===== config.mk =====
export PLATFORM = sky130hd
export DESIGN_NAME = step_detector_peak_valley_top
export DESIGN_NICKNAME = d
export VERILOG_FILES = /design/src/rtl/sdpv_pkg.sv /design/src/rtl/step_detector_peak_valley_top.sv
export VERILOG_INCLUDE_DIRS = /design/src /design/src/rtl
export SDC_FILE = /design/constraint.sdc
export NUM_CORES = 1
export LEC_CHECK = 0
export ABC_AREA = 1
export BUFFER_PORTS_ARGS = -buffer_cell sky130_fd_sc_hd__buf_2
export CAP_MARGIN = 20
export CORE_MARGIN = 2
export CORE_UTILIZATION = 59
export DETAILED_ROUTE_END_ITERATION = 8
export PLACE_DENSITY = 0.78
export SLEW_MARGIN = 20
export SYNTH_ARGS = -nofsm -noshare
export SYNTH_HDL_FRONTEND = slang
export SYNTH_SLANG_ARGS = --single-unit

===== constraint.sdc =====
create_clock -name clk -period 9.39 [get_ports clk]
set_input_delay 0 -clock clk [delete_from_list [all_inputs] [get_ports clk]]
set_output_delay 0 -clock clk [all_outputs]
set_load 0.02 [all_outputs]

===== src/rtl/step_detector_peak_valley_top_macros.svh =====
// Assertion macros shared by the step detector RTL.
// Each macro expects clk and rst in scope.
`ifndef STEP_DETECTOR_PEAK_VALLEY_TOP_MACROS_SVH
`define STEP_DETECTOR_PEAK_VALLEY_TOP_MACROS_SVH

// Same-cycle implication.
`define SDPV_ASSERT_NOW(lbl, ante, cons) \
  lbl: assert property (@(posedge clk) disable iff (rst) (ante) |-> (cons)) \
    else $error("%m: same-cycle check failed");

// Next-cycle implication.
`define SDPV_ASSERT_NEXT(lbl, ante, cons) \
  lbl: assert property (@(posedge clk) disable iff (rst) (ante) |=> (cons)) \
    else $error("%m: next-cycle check failed");

`endif


===== src/rtl/sdpv_pkg.sv =====
`timescale 1ns / 1ps
`default_nettype none

package sdpv_pkg;

  localparam int unsigned MAG_W    = 15;
  localparam int unsigned SETTLE_W = 6;
  localparam int unsigned SINCE_W  = 8;
  localparam int unsigned REGST_W  = 4;
  localparam int unsigned TOTAL_W  = 32;
  localparam int unsigned CIDX_W   = 3;
  localparam int unsigned CDATA_W  = 15;

  localparam logic [CIDX_W-1:0] REG_MIN_SENS   = 3'd0;
  localparam logic [CIDX_W-1:0] REG_HYSTERESIS = 3'd1;
  localparam logic [CIDX_W-1:0] REG_SETTLE     = 3'd2;
  localparam logic [CIDX_W-1:0] REG_TIMEOUT    = 3'd3;
  localparam logic [CIDX_W-1:0] REG_REG_STEPS  = 3'd4;

  localparam logic [MAG_W-1:0]    RST_MIN_SENS   = 15'd2000;
  localparam logic [MAG_W-1:0]    RST_HYSTERESIS = 15'd500;
  localparam logic [SETTLE_W-1:0] RST_SETTLE     = 6'd5;
  localparam logic [SINCE_W-1:0]  RST_TIMEOUT    = 8'd50;
  localparam logic [REGST_W-1:0]  RST_REG_STEPS  = 4'd4;

  localparam logic [SINCE_W-1:0] SINCE_MAX = {SINCE_W{1'b1}};

  typedef struct packed {
    logic [MAG_W-1:0]    min_sens;
    logic [MAG_W-1:0]    hysteresis;
    logic [SETTLE_W-1:0] settle;
    logic [SINCE_W-1:0]  timeout;
    logic [REGST_W-1:0]  reg_steps;
  } cfg_t;

endpackage

`default_nettype wire


===== src/rtl/step_detector_peak_valley_top.sv =====
`timescale 1ns / 1ps
`default_nettype none
// A result passes through the input register and then the result register.
// Throughput: one sample per cycle while the output is not stalled; the detector state updates once per sample.
// A stalled output holds one result while the input register takes the next sample.
// Reset: synchronous, active high; restores register defaults and resets all detector state (seeking_peak set).
// Configuration writes take effect at the clock edge on which cfg_valid is high; cfg_ready is always high.

`include "step_detector_peak_valley_top_macros.svh"

module step_detector_peak_valley_top import sdpv_pkg::*; (
  input  wire logic               clk,
  input  wire logic               rst,
  input  wire logic               in_valid,
  output logic                    in_ready,
  input  wire logic [MAG_W-1:0]   magnitude,
  output logic                    out_valid,
  input  wire logic               out_ready,
  output logic [TOTAL_W-1:0]      step_total,
  output logic                    step_event,
  output logic                    marker_level,
  output logic                    regulating,
  output logic [MAG_W-1:0]        midpoint_threshold,
  input  wire logic               cfg_valid,
  output logic                    cfg_ready,
  input  wire logic [CIDX_W-1:0]  cfg_index,
  input  wire logic [CDATA_W-1:0] cfg_data
);

  cfg_t cfg;

  logic               in_full;
  logic [MAG_W-1:0]   in_mag;
  logic               fire;

  logic [MAG_W-1:0]   smoothed;
  logic [MAG_W-1:0]   peak_value;
  logic [MAG_W-1:0]   valley_value;
  logic [MAG_W-1:0]   threshold_avg;
  logic               seeking_peak;
  logic [SINCE_W-1:0] since_extreme;
  logic               regulation_on;
  logic [REGST_W-1:0] pending_steps;
  logic [TOTAL_W-1:0] count_total;
  logic               marker;

  logic [MAG_W-1:0]   smoothed_next;
  logic [MAG_W-1:0]   peak_value_next;
  logic [MAG_W-1:0]   valley_value_next;
  logic [MAG_W-1:0]   threshold_avg_next;
  logic               seeking_peak_next;
  logic [SINCE_W-1:0] since_extreme_next;
  logic               regulation_on_next;
  logic [REGST_W-1:0] pending_steps_next;
  logic [TOTAL_W-1:0] count_total_next;
  logic               marker_next;
  logic               event_next;

  assign cfg_ready = 1'b1;
  assign fire      = in_full && (!out_valid || out_ready);
  assign in_ready  = !in_full || fire;

  always_ff @(posedge clk) begin
    if (rst) begin
      cfg.min_sens   <= RST_MIN_SENS;
      cfg.hysteresis <= RST_HYSTERESIS;
      cfg.settle     <= RST_SETTLE;
      cfg.timeout    <= RST_TIMEOUT;
      cfg.reg_steps  <= RST_REG_STEPS;
    end else if (cfg_valid) begin
      case (cfg_index)
        REG_MIN_SENS:   cfg.min_sens   <= cfg_data;
        REG_HYSTERESIS: cfg.hysteresis <= cfg_data;
        REG_SETTLE:     cfg.settle     <= cfg_data[SETTLE_W-1:0];
        REG_TIMEOUT:    cfg.timeout    <= cfg_data[SINCE_W-1:0];
        REG_REG_STEPS:  cfg.reg_steps  <= cfg_data[REGST_W-1:0];
        default: ;
      endcase
    end
  end

  always_ff @(posedge clk) begin
    if (rst) begin
      in_full <= 1'b0;
    end else if (in_valid && in_ready) begin
      in_full <= 1'b1;
    end else if (fire) begin
      in_full <= 1'b0;
    end
  end

  always_ff @(posedge clk) begin
    if (in_valid && in_ready) begin
      in_mag <= magnitude;
    end
  end

  always_comb begin
    logic [MAG_W+1:0]   sm_sum;
    logic [MAG_W-1:0]   level;
    logic [MAG_W:0]     pk_diff;
    logic [MAG_W:0]     vl_diff;
    logic [MAG_W:0]     swing;
    logic [MAG_W:0]     mid_sum;
    logic [MAG_W-1:0]   mid;
    logic [MAG_W+1:0]   th_sum;
    logic [REGST_W-1:0] pend_inc;
    logic [REGST_W-1:0] add_amt;

    smoothed_next      = smoothed;
    peak_value_next    = peak_value;
    valley_value_next  = valley_value;
    threshold_avg_next = threshold_avg;
    seeking_peak_next  = seeking_peak;
    regulation_on_next = regulation_on;
    pending_steps_next = pending_steps;
    marker_next        = marker;
    add_amt            = '0;

    sm_sum = {2'b00, smoothed} + {1'b0, smoothed, 1'b0} + {2'b00, in_mag};
    level  = (smoothed == '0) ? in_mag : sm_sum[MAG_W+1:2];
    smoothed_next = level;

    since_extreme_next = (since_extreme == SINCE_MAX) ? SINCE_MAX
                                                      : since_extreme + 1'b1;

    pk_diff  = {1'b0, peak_value} - {1'b0, level};
    vl_diff  = {1'b0, level} - {1'b0, valley_value};
    swing    = {1'b0, peak_value} - {1'b0, valley_value};
    mid_sum  = {1'b0, peak_value} + {1'b0, valley_value};
    mid      = mid_sum[MAG_W:1];
    th_sum   = {2'b00, threshold_avg} + {1'b0, threshold_avg, 1'b0} + {2'b00, mid};
    pend_inc = pending_steps + 1'b1;

    if (seeking_peak) begin
      if (level > peak_value) begin
        peak_value_next    = level;
        since_extreme_next = '0;
      end else if (since_extreme_next > {2'b00, cfg.settle} && !pk_diff[MAG_W] &&
                   pk_diff[MAG_W-1:0] > cfg.hysteresis) begin
        seeking_peak_next  = 1'b0;
        valley_value_next  = level;
        since_extreme_next = '0;
      end
    end else begin
      if (level < valley_value) begin
        valley_value_next  = level;
        since_extreme_next = '0;
      end else if (since_extreme_next > {2'b00, cfg.settle} && !vl_diff[MAG_W] &&
                   vl_diff[MAG_W-1:0] > cfg.hysteresis) begin
        threshold_avg_next = (threshold_avg == '0) ? mid : th_sum[MAG_W+1:2];
        if (!swing[MAG_W] && swing[MAG_W-1:0] > cfg.min_sens) begin
          if (regulation_on) begin
            add_amt     = {{(REGST_W-1){1'b0}}, 1'b1};
            marker_next = !marker;
          end else if (pend_inc >= cfg.reg_steps) begin
            regulation_on_next = 1'b1;
            add_amt            = pend_inc;
            pending_steps_next = '0;
          end else begin
            pending_steps_next = pend_inc;
          end
        end else if (!regulation_on) begin
          pending_steps_next = '0;
        end
        seeking_peak_next  = 1'b1;
        peak_value_next    = level;
        since_extreme_next = '0;
      end
    end

    if (since_extreme_next > cfg.timeout) begin
      seeking_peak_next = 1'b1;
      peak_value_next   = level;
      if (!regulation_on_next) begin
        pending_steps_next = '0;
      end
    end

    count_total_next = count_total + {{(TOTAL_W-REGST_W){1'b0}}, add_amt};
    event_next       = (add_amt != '0);
  end

  always_ff @(posedge clk) begin
    if (rst) begin
      smoothed      <= '0;
      peak_value    <= '0;
      valley_value  <= '0;
      threshold_avg <= '0;
      seeking_peak  <= 1'b1;
      since_extreme <= '0;
      regulation_on <= 1'b0;
      pending_steps <= '0;
      count_total   <= '0;
      marker        <= 1'b0;
    end else if (fire) begin
      smoothed      <= smoothed_next;
      peak_value    <= peak_value_next;
      valley_value  <= valley_value_next;
      threshold_avg <= threshold_avg_next;
      seeking_peak  <= seeking_peak_next;
      since_extreme <= since_extreme_next;
      regulation_on <= regulation_on_next;
      pending_steps <= pending_steps_next;
      count_total   <= count_total_next;
      marker        <= marker_next;
    end
  end

  always_ff @(posedge clk) begin
    if (rst) begin
      out_valid <= 1'b0;
    end else if (fire) begin
      out_valid <= 1'b1;
    end else if (out_ready) begin
      out_valid <= 1'b0;
    end
  end

  always_ff @(posedge clk) begin
    if (fire) begin
      step_total         <= count_total_next;
      step_event         <= event_next;
      marker_level       <= marker_next;
      regulating         <= regulation_on_next;
      midpoint_threshold <= threshold_avg_next;
    end
  end

  `SDPV_ASSERT_NOW(a_event_needs_regulation, out_valid && step_event, regulating)
  `SDPV_ASSERT_NOW(a_pending_clear_in_regulation, regulation_on, pending_steps == '0)
  `SDPV_ASSERT_NEXT(a_marker_steady_before_regulation, fire && !regulation_on,
                    marker == $past(marker))
  `SDPV_ASSERT_NOW(a_stall_means_full, !in_ready, in_full && out_valid && !out_ready)

endmodule

`default_nettype wire

# --- Yosys cells after proc, flatten, opt, wreduce, memory -nomap -nowiden ---
# Cells that the tools add are included.
op_classes:
  add_sub_neg: 11
  n_lt_le_gt_ge: 8
  n_eq_ne: 9
  mux: 56
  reduce_logical: 30
op_table:
  columns: ["cell", "count"]
  rows:
  - ["15-bit 2-to-1 mux", 14]
  - ["15-bit > comparator", 4]
  - ["4-bit 2-to-1 mux", 15]
  - ["8-bit 2-to-1 mux", 6]
  - ["15-bit by 15-bit subtractor with 16-bit output", 3]
  - ["15-bit by 16-bit adder with 17-bit output", 2]
  - ["17-bit by 15-bit adder with 17-bit output", 2]
  - ["32-bit by 4-bit adder with 32-bit output", 1]
  - ["15-bit zero test", 2]
  - ["1-bit 2-to-1 mux", 21]
  - ["15-bit by 15-bit adder with 16-bit output", 1]
  - ["15-bit < comparator", 1]
  - ["2-bit AND reduction", 5]
  - ["8-bit by 1-bit adder with 8-bit output, second input constant", 1]
  - ["8-bit == test, second input constant", 1]
  - ["8-bit by 6-bit > comparator with 1-bit output", 1]
  - ["8-bit > comparator", 1]
  - ["4-bit AND reduction", 2]
  - ["1-bit logical AND", 7]
  - ["3-bit by 2-bit == test with 1-bit output, second input constant", 2]
  - ["1-bit zero test", 6]
  - ["2-bit nonzero test", 3]
  - ["4-bit by 1-bit adder with 4-bit output, second input constant", 1]
  - ["4-bit >= comparator", 1]
  - ["other kinds (10)", 11]
totals:
  reg_bits: 222
  input_bits: 38
  out_inout_bits: 53

# --- Logic depth before layout (Yosys ltp) ---
depth:
  ltp_word: 13
  ltp_mapped: 52

# --- Worst setup path after synthesis ---
# Ideal clock, no wire load.
synth_path:
  kind: "register to register"
  from: "reg in_mag[1]"
  to: "reg step_total[30] (data pin)"
  setup_ns: 0.271
  arrival_time_ns: 6.993
  t_required_ns: 9.119
  path_slack_ns: 2.126
  path_stages_with_launch: 42
  path_buffers: 0
  synth_period_minus_slack_ns: 7.264
  path_cell_list: "edfxtp_1 > fa_1 > nand3_1 > fa_1 > or2_2 > o21ai_0 > inv_1 > ha_1 > fa_1 > o21ai_0 > nand2_1 > o211ai_1 > nand3_1 > nand2_2 > nand2_1 > o31ai_1 > xor2_1 > ha_1 > (+6 left out) > nand2_4 > inv_1 > nand3_1 > inv_1 > a21oi_1 > inv_1 > ha_1 > fa_1 > nand2_1 > nand2_1 > a21oi_1 > nor3_1 > and3_1 > nand3_2 > nor4_4 > nand4_1 > nor3_1 > xor2_1"
synth_between:
  elab_chain_len: 10
synth_rtl:
  columns: ["item", "line", "text"]
  rows:
  - ["start, declared", "step_detector_peak_valley_top.sv:33", "logic [MAG_W-1:0] in_mag;"]
  - ["start signal, assigned", "step_detector_peak_valley_top.sv:94", "in_mag <= magnitude;"]
  - ["17-bit by 15-bit adder with 17-bit output", "step_detector_peak_valley_top.sv:120", "sm_sum = {2'b00, smoothed} + {1'b0, smoothed, 1'b0} + {2'b00, in_mag};"]
  - ["15-bit 2-to-1 mux *", "step_detector_peak_valley_top.sv:121", "level = (smoothed == '0) ? in_mag : sm_sum[MAG_W+1:2];"]
  - ["parallel branches: the longest is 5 deep, another holds 15-bit by 15-bit subtractor with 16-bit output", null, null]
  - ["4-bit 2-to-1 mux *", "step_detector_peak_valley_top.sv:146", "if (level < valley_value) begin"]
  - ["4-bit 2-to-1 mux *", "step_detector_peak_valley_top.sv:135", "if (seeking_peak) begin"]
  - ["32-bit by 4-bit adder with 32-bit output *", "step_detector_peak_valley_top.sv:180", "count_total_next = count_total + {{(TOTAL_W-REGST_W){1'b0}}, add_amt};"]
  - ["via count_total_next[30]", "step_detector_peak_valley_top.sv:55", "logic [TOTAL_W-1:0] count_total_next;"]
  - ["end signal, assigned", "step_detector_peak_valley_top.sv:222", "step_total <= count_total_next;"]
  - ["end, declared", "step_detector_peak_valley_top.sv:19", "output logic [TOTAL_W-1:0] step_total,"]
# Mark *: on every way through the listed nets, which the timed path passes.
# A chain may end at the register's enable or synchronous reset.

# --- Final worst setup path ---
layout_path:
  from: "reg in_mag[1]"
  to: "reg count_total[30]"
layout_between:
  elab_chain_len: 10
layout_rtl:
  columns: ["item", "line", "text"]
  rows:
  - ["17-bit by 15-bit adder with 17-bit output", "step_detector_peak_valley_top.sv:120", null]
  - ["15-bit 2-to-1 mux *", "step_detector_peak_valley_top.sv:121", null]
  - ["parallel branches: the longest is 5 deep, another holds 15-bit by 15-bit subtractor with 16-bit output", null, null]
  - ["4-bit 2-to-1 mux *", "step_detector_peak_valley_top.sv:146", null]
  - ["4-bit 2-to-1 mux *", "step_detector_peak_valley_top.sv:135", null]
  - ["32-bit by 4-bit adder with 32-bit output *", "step_detector_peak_valley_top.sv:180", null]
  - ["via count_total_next[30]", "step_detector_peak_valley_top.sv:55", null]
  - ["end signal, assigned", "step_detector_peak_valley_top.sv:205", "count_total <= count_total_next;"]
  - ["end, declared", "step_detector_peak_valley_top.sv:44", "logic [TOTAL_W-1:0] count_total;"]
# Marks and branches as above.

==> summary.txt <==
GRT
  – Vias in the first global route: ~14000
  – Initial antenna violation count: 0
  – First-pass GRT wire length: around 65000 um
  – Total track usage: about 28%
  – Total gr overflow: 0
  – Largest net degree at the start of global routing: 101

Outcome
  – Status: finished clean

Detailed routing
  – Initial DRC count: slightly below 900
  – # DRC: 0
  – Drt total wl: around 40000 um
  – 1st-pass router iterations: 7
  – ANT nets after route: 0
  – Via count: 14400
  – Via/cell ratio: about 5.5
  – Wire per inst: 15.4 um

Synthesis
  – Ys async rst share: 0%
  – Post-synthesis compound-gate area fraction: approximately 16%
  – Adder-Cell Fraction of Synth Area: 16.6%
  – Number of synthesized register bits: between 200 and 250
  – Synth unique cells: 63
  – Synth Warn #: 0
  – Seq/Total Area, Yosys: a little under a third
  – EDFF count, synth: 65
  – Synthesized area per cell: about 7.6 um^2
  – Top_reg_cell synth: dfxtp_1
  – Synth Area in Simple Gates: 20.2%
  – Mapped Cells: 2141
  – Post-synthesis mux area share: 0.0619%
  – Largest family of logic cells by synthesized area: simple AND/OR/NAND/NOR gates
  – Post-Synth XOR/XNOR Area: 4.97%
  – Syn nets: between 2000 and 2500
  – Post-Syn Area: 0.0162 mm^2

Die
  – Initial core utilization: about three fifths
  – Die outline width: around 170 um
  – Row count: 60
  – Core area: about 0.027 mm^2
  – Boundary pin count: 91
  – Die Ht: about 170 um
  – Die ar.: 0.0288 mm^2

STA
  – Final worst path period share: roughly nine tenths
  – Pins Over Slew Limit: 0
  – Hold slack final: approximately 120 ps
  – Worst slew margin: between 30% and 40%
  – RSZ-0062 raised after global routing: false
  – Fmax achieved: about 120 MHz
  – Post-route setup TNS: 0 ps
  – Final Skew: approximately 17 ps
  – Final min period: between 8000 and 9000 ps
  – Worst-margin pin slew: approximately 1000 ps
  – Count of final setup violators: 0
  – Final Hold Vio Count: 0

Placed design
  – DP Area: between 0.015 and 0.02 mm^2
  – Placer congestion estimate: 0.943
  – Hpwl dp: 30000 um
  – Buffers added on ports: between 80 and 90

Setup path
  – Worst path max stage delay: approximately 570 ps
  – Crit path top cell by count: nand2_1
  – CP max FO: 26
  – WS Path Type: register to register
  – Slowest CP cell: fa_1
  – CP Data Arrival Time: a little over 9000 ps
  – Worst r2r path cells: 43
  – Worst setup EP type: register
  – Setup crit start kind: register
  – Worst Path Required: 9890 ps

Finish
  – P&R area growth vs syn: 11.9%
  – Commonest non-fill, non-tap cells in the layout: 377 x inv_1, 314 x nand2_1, 203 x a21oi_1
  – Nets@finish: around 2500
  – Layout fillers: about 2300
  – Cell area after layout: roughly 0.018 mm^2
  – Register area: 0.00509 mm^2
  – Multi-input gate area: between 0.009 and 0.01 mm^2
  – Layout cell share with drive strength beyond 1: a little under a tenth
  – Commonest non-fill, non-tap cell in the layout: inv_1
  – Fin util: 67.2%

Min path
  – WHS Path Cells: 3
  – Worst min path class: primary input to register

Power
  – Sequential share of power: approximately 24%
  – Comb pwr share: a little over half
  – Peak VDD IR: between 0.15 and 0.2 mV
  – Static leakage: 9.14 nW
  – PD cells: roughly 260 mW/mm^2
  – Clock Power Share: roughly 22%
  – Sw Ratio: between 40% and 50%
  – Internal power: around 2.5 mW
  – Design Power: 4.63 mW
  – Psw: just over 2 mW

Clocking
  – H-tree Lvls: 1
  – PostCTS Resize Cnt: 0
  – Worst-Skew Late Latency: between 500 and 600 ps
  – Root Driver: clkbuf_16
  – CTS tree: built
  – Clk slew on worst S/H paths: ~60 ps
  – Post-CTS setup buffers: 0
  – Clock Path Buffers: 3
  – Total CTS buffers: 25
  – CTS Sinks: between 200 and 250
  – Post-CTS Hold Buffers: 39

Job
  – Max_cap viols: 0
power by group through the flow:
stage	registers, mW	logic (mW)	clock network (mW)
global placement	1.15	2.33	0
finish	1.13	2.48	1.01
detailed placement	1.15	2.41	0
floorplan	1.14	1.87	0
global route	1.14	2.79	1.07
CTS	1.13	2.45	1.03
cell families after synthesis:
group / count (synthesis)
AO/OA/AOI/OAI: 472
XOR/XNOR: 91
adder cells (fa/ha/maj): 194
buffers and inverters: 444
flip-flops: 222
multiplexers: 1
other: 1
AND/OR/NAND/NOR: 716
registers in the layout, summed over array words and instances (netlist names), 4 cells and up:
register and flops:
pending_steps 4, valley_value 15, peak_value 15, threshold_avg 15
count_total 32, midpoint_threshold 15, since_extreme 8, smoothed 15
step_total 32, cfg 48, in_mag 15
path summary, 6_finish.rpt:
kind / start / to / slack (ps)
max reg2reg: in_mag[1] / count_total[30] / 750
min reg2reg: cfg[34] / cfg[34] / 460
max: in_mag[1] / count_total[30] / 750
min: rst / peak_value[11] / 120
layer usage:
metal | global-route usage, % | part of all wire [%] | up-vias
li1 | - | - | 7245
met2 | 48.1 | 47 | 440
met3 | 4.57 | 6.0 | 97
met4 | 10.9 | 4.1 | 0
met5 | 0 | 0 | -
met1 | 34.5 | 43 | 6582
metrics by stage:
| stage | std cells | worst slack (ps) |
|---|---|---|
| 4_1_cts | 2607 | 752 |
| 6_report | 2609 | 752 |
| 3_5_place_dp | 2522 | 760 |
| 3_3_place_gp | 2522 | 1180 |
| 2_1_floorplan | 2141 | 2130 |
| 5_1_grt | 2608 | 2.16 |
worst max-delay path, delay by kind of cell (launching register included):
kind                     cells  cell delay, ps
AO/OA/AOI/OAI                9            1540
XOR/XNOR                     2             330
adder cells (fa/ha/maj)      7            2390
buffers and inverters        4             330
flip-flops                   1             410
AND/OR/NAND/NOR             21            3570
cells in the mapped netlist, types with 6 or more instances:
| cell type | n | share of area (%) |
|---|---|---|
| clkbuf_1 | 41 | 0.95 |
| nor2_1 | 180 | 4.2 |
| nand2_2 | 20 | 0.77 |
| nand3_2 | 9 | 0.56 |
| nand2_1 | 315 | 7.3 |
| a21oi_1 | 203 | 6.3 |
| o21bai_1 | 14 | 0.65 |
| a31oi_1 | 20 | 0.77 |
| o21a_1 | 8 | 0.37 |
| edfxtp_1 | 65 | 12 |
| fa_1 | 35 | 4.3 |
| xnor2_1 | 14 | 0.76 |
| nor4_1 | 6 | 0.23 |
| nor3_1 | 20 | 0.62 |
| nand4_1 | 33 | 1.3 |
| buf_6 | 7 | 0.49 |
| o21ai_0 | 164 | 5.1 |
| nand3_1 | 92 | 2.8 |
| dfxtp_1 | 157 | 19 |
| inv_1 | 377 | 8.7 |
| o21ai_1 | 13 | 0.40 |
| inv_2 | 6 | 0.14 |
| o211ai_1 | 26 | 1.2 |
| or2_2 | 10 | 0.39 |
| xor2_1 | 76 | 4.1 |
| ha_1 | 159 | 12 |
layout make-up:
| cell class | instances | area share, % |
|---|---|---|
| multi-input cells | 1475 | 51.7 |
| flip-flops and latches | 222 | 28.1 |
| inverters | 386 | 8.02 |
| repair buffers | 138 | 5.05 |
| clock buffers | 34 | 3.92 |
| well taps | 341 | 2.36 |
| clock inverters | 12 | 0.801 |
| diodes | 1 | 0.0138 |
Note: power is estimated with default switching activity, not from simulation.
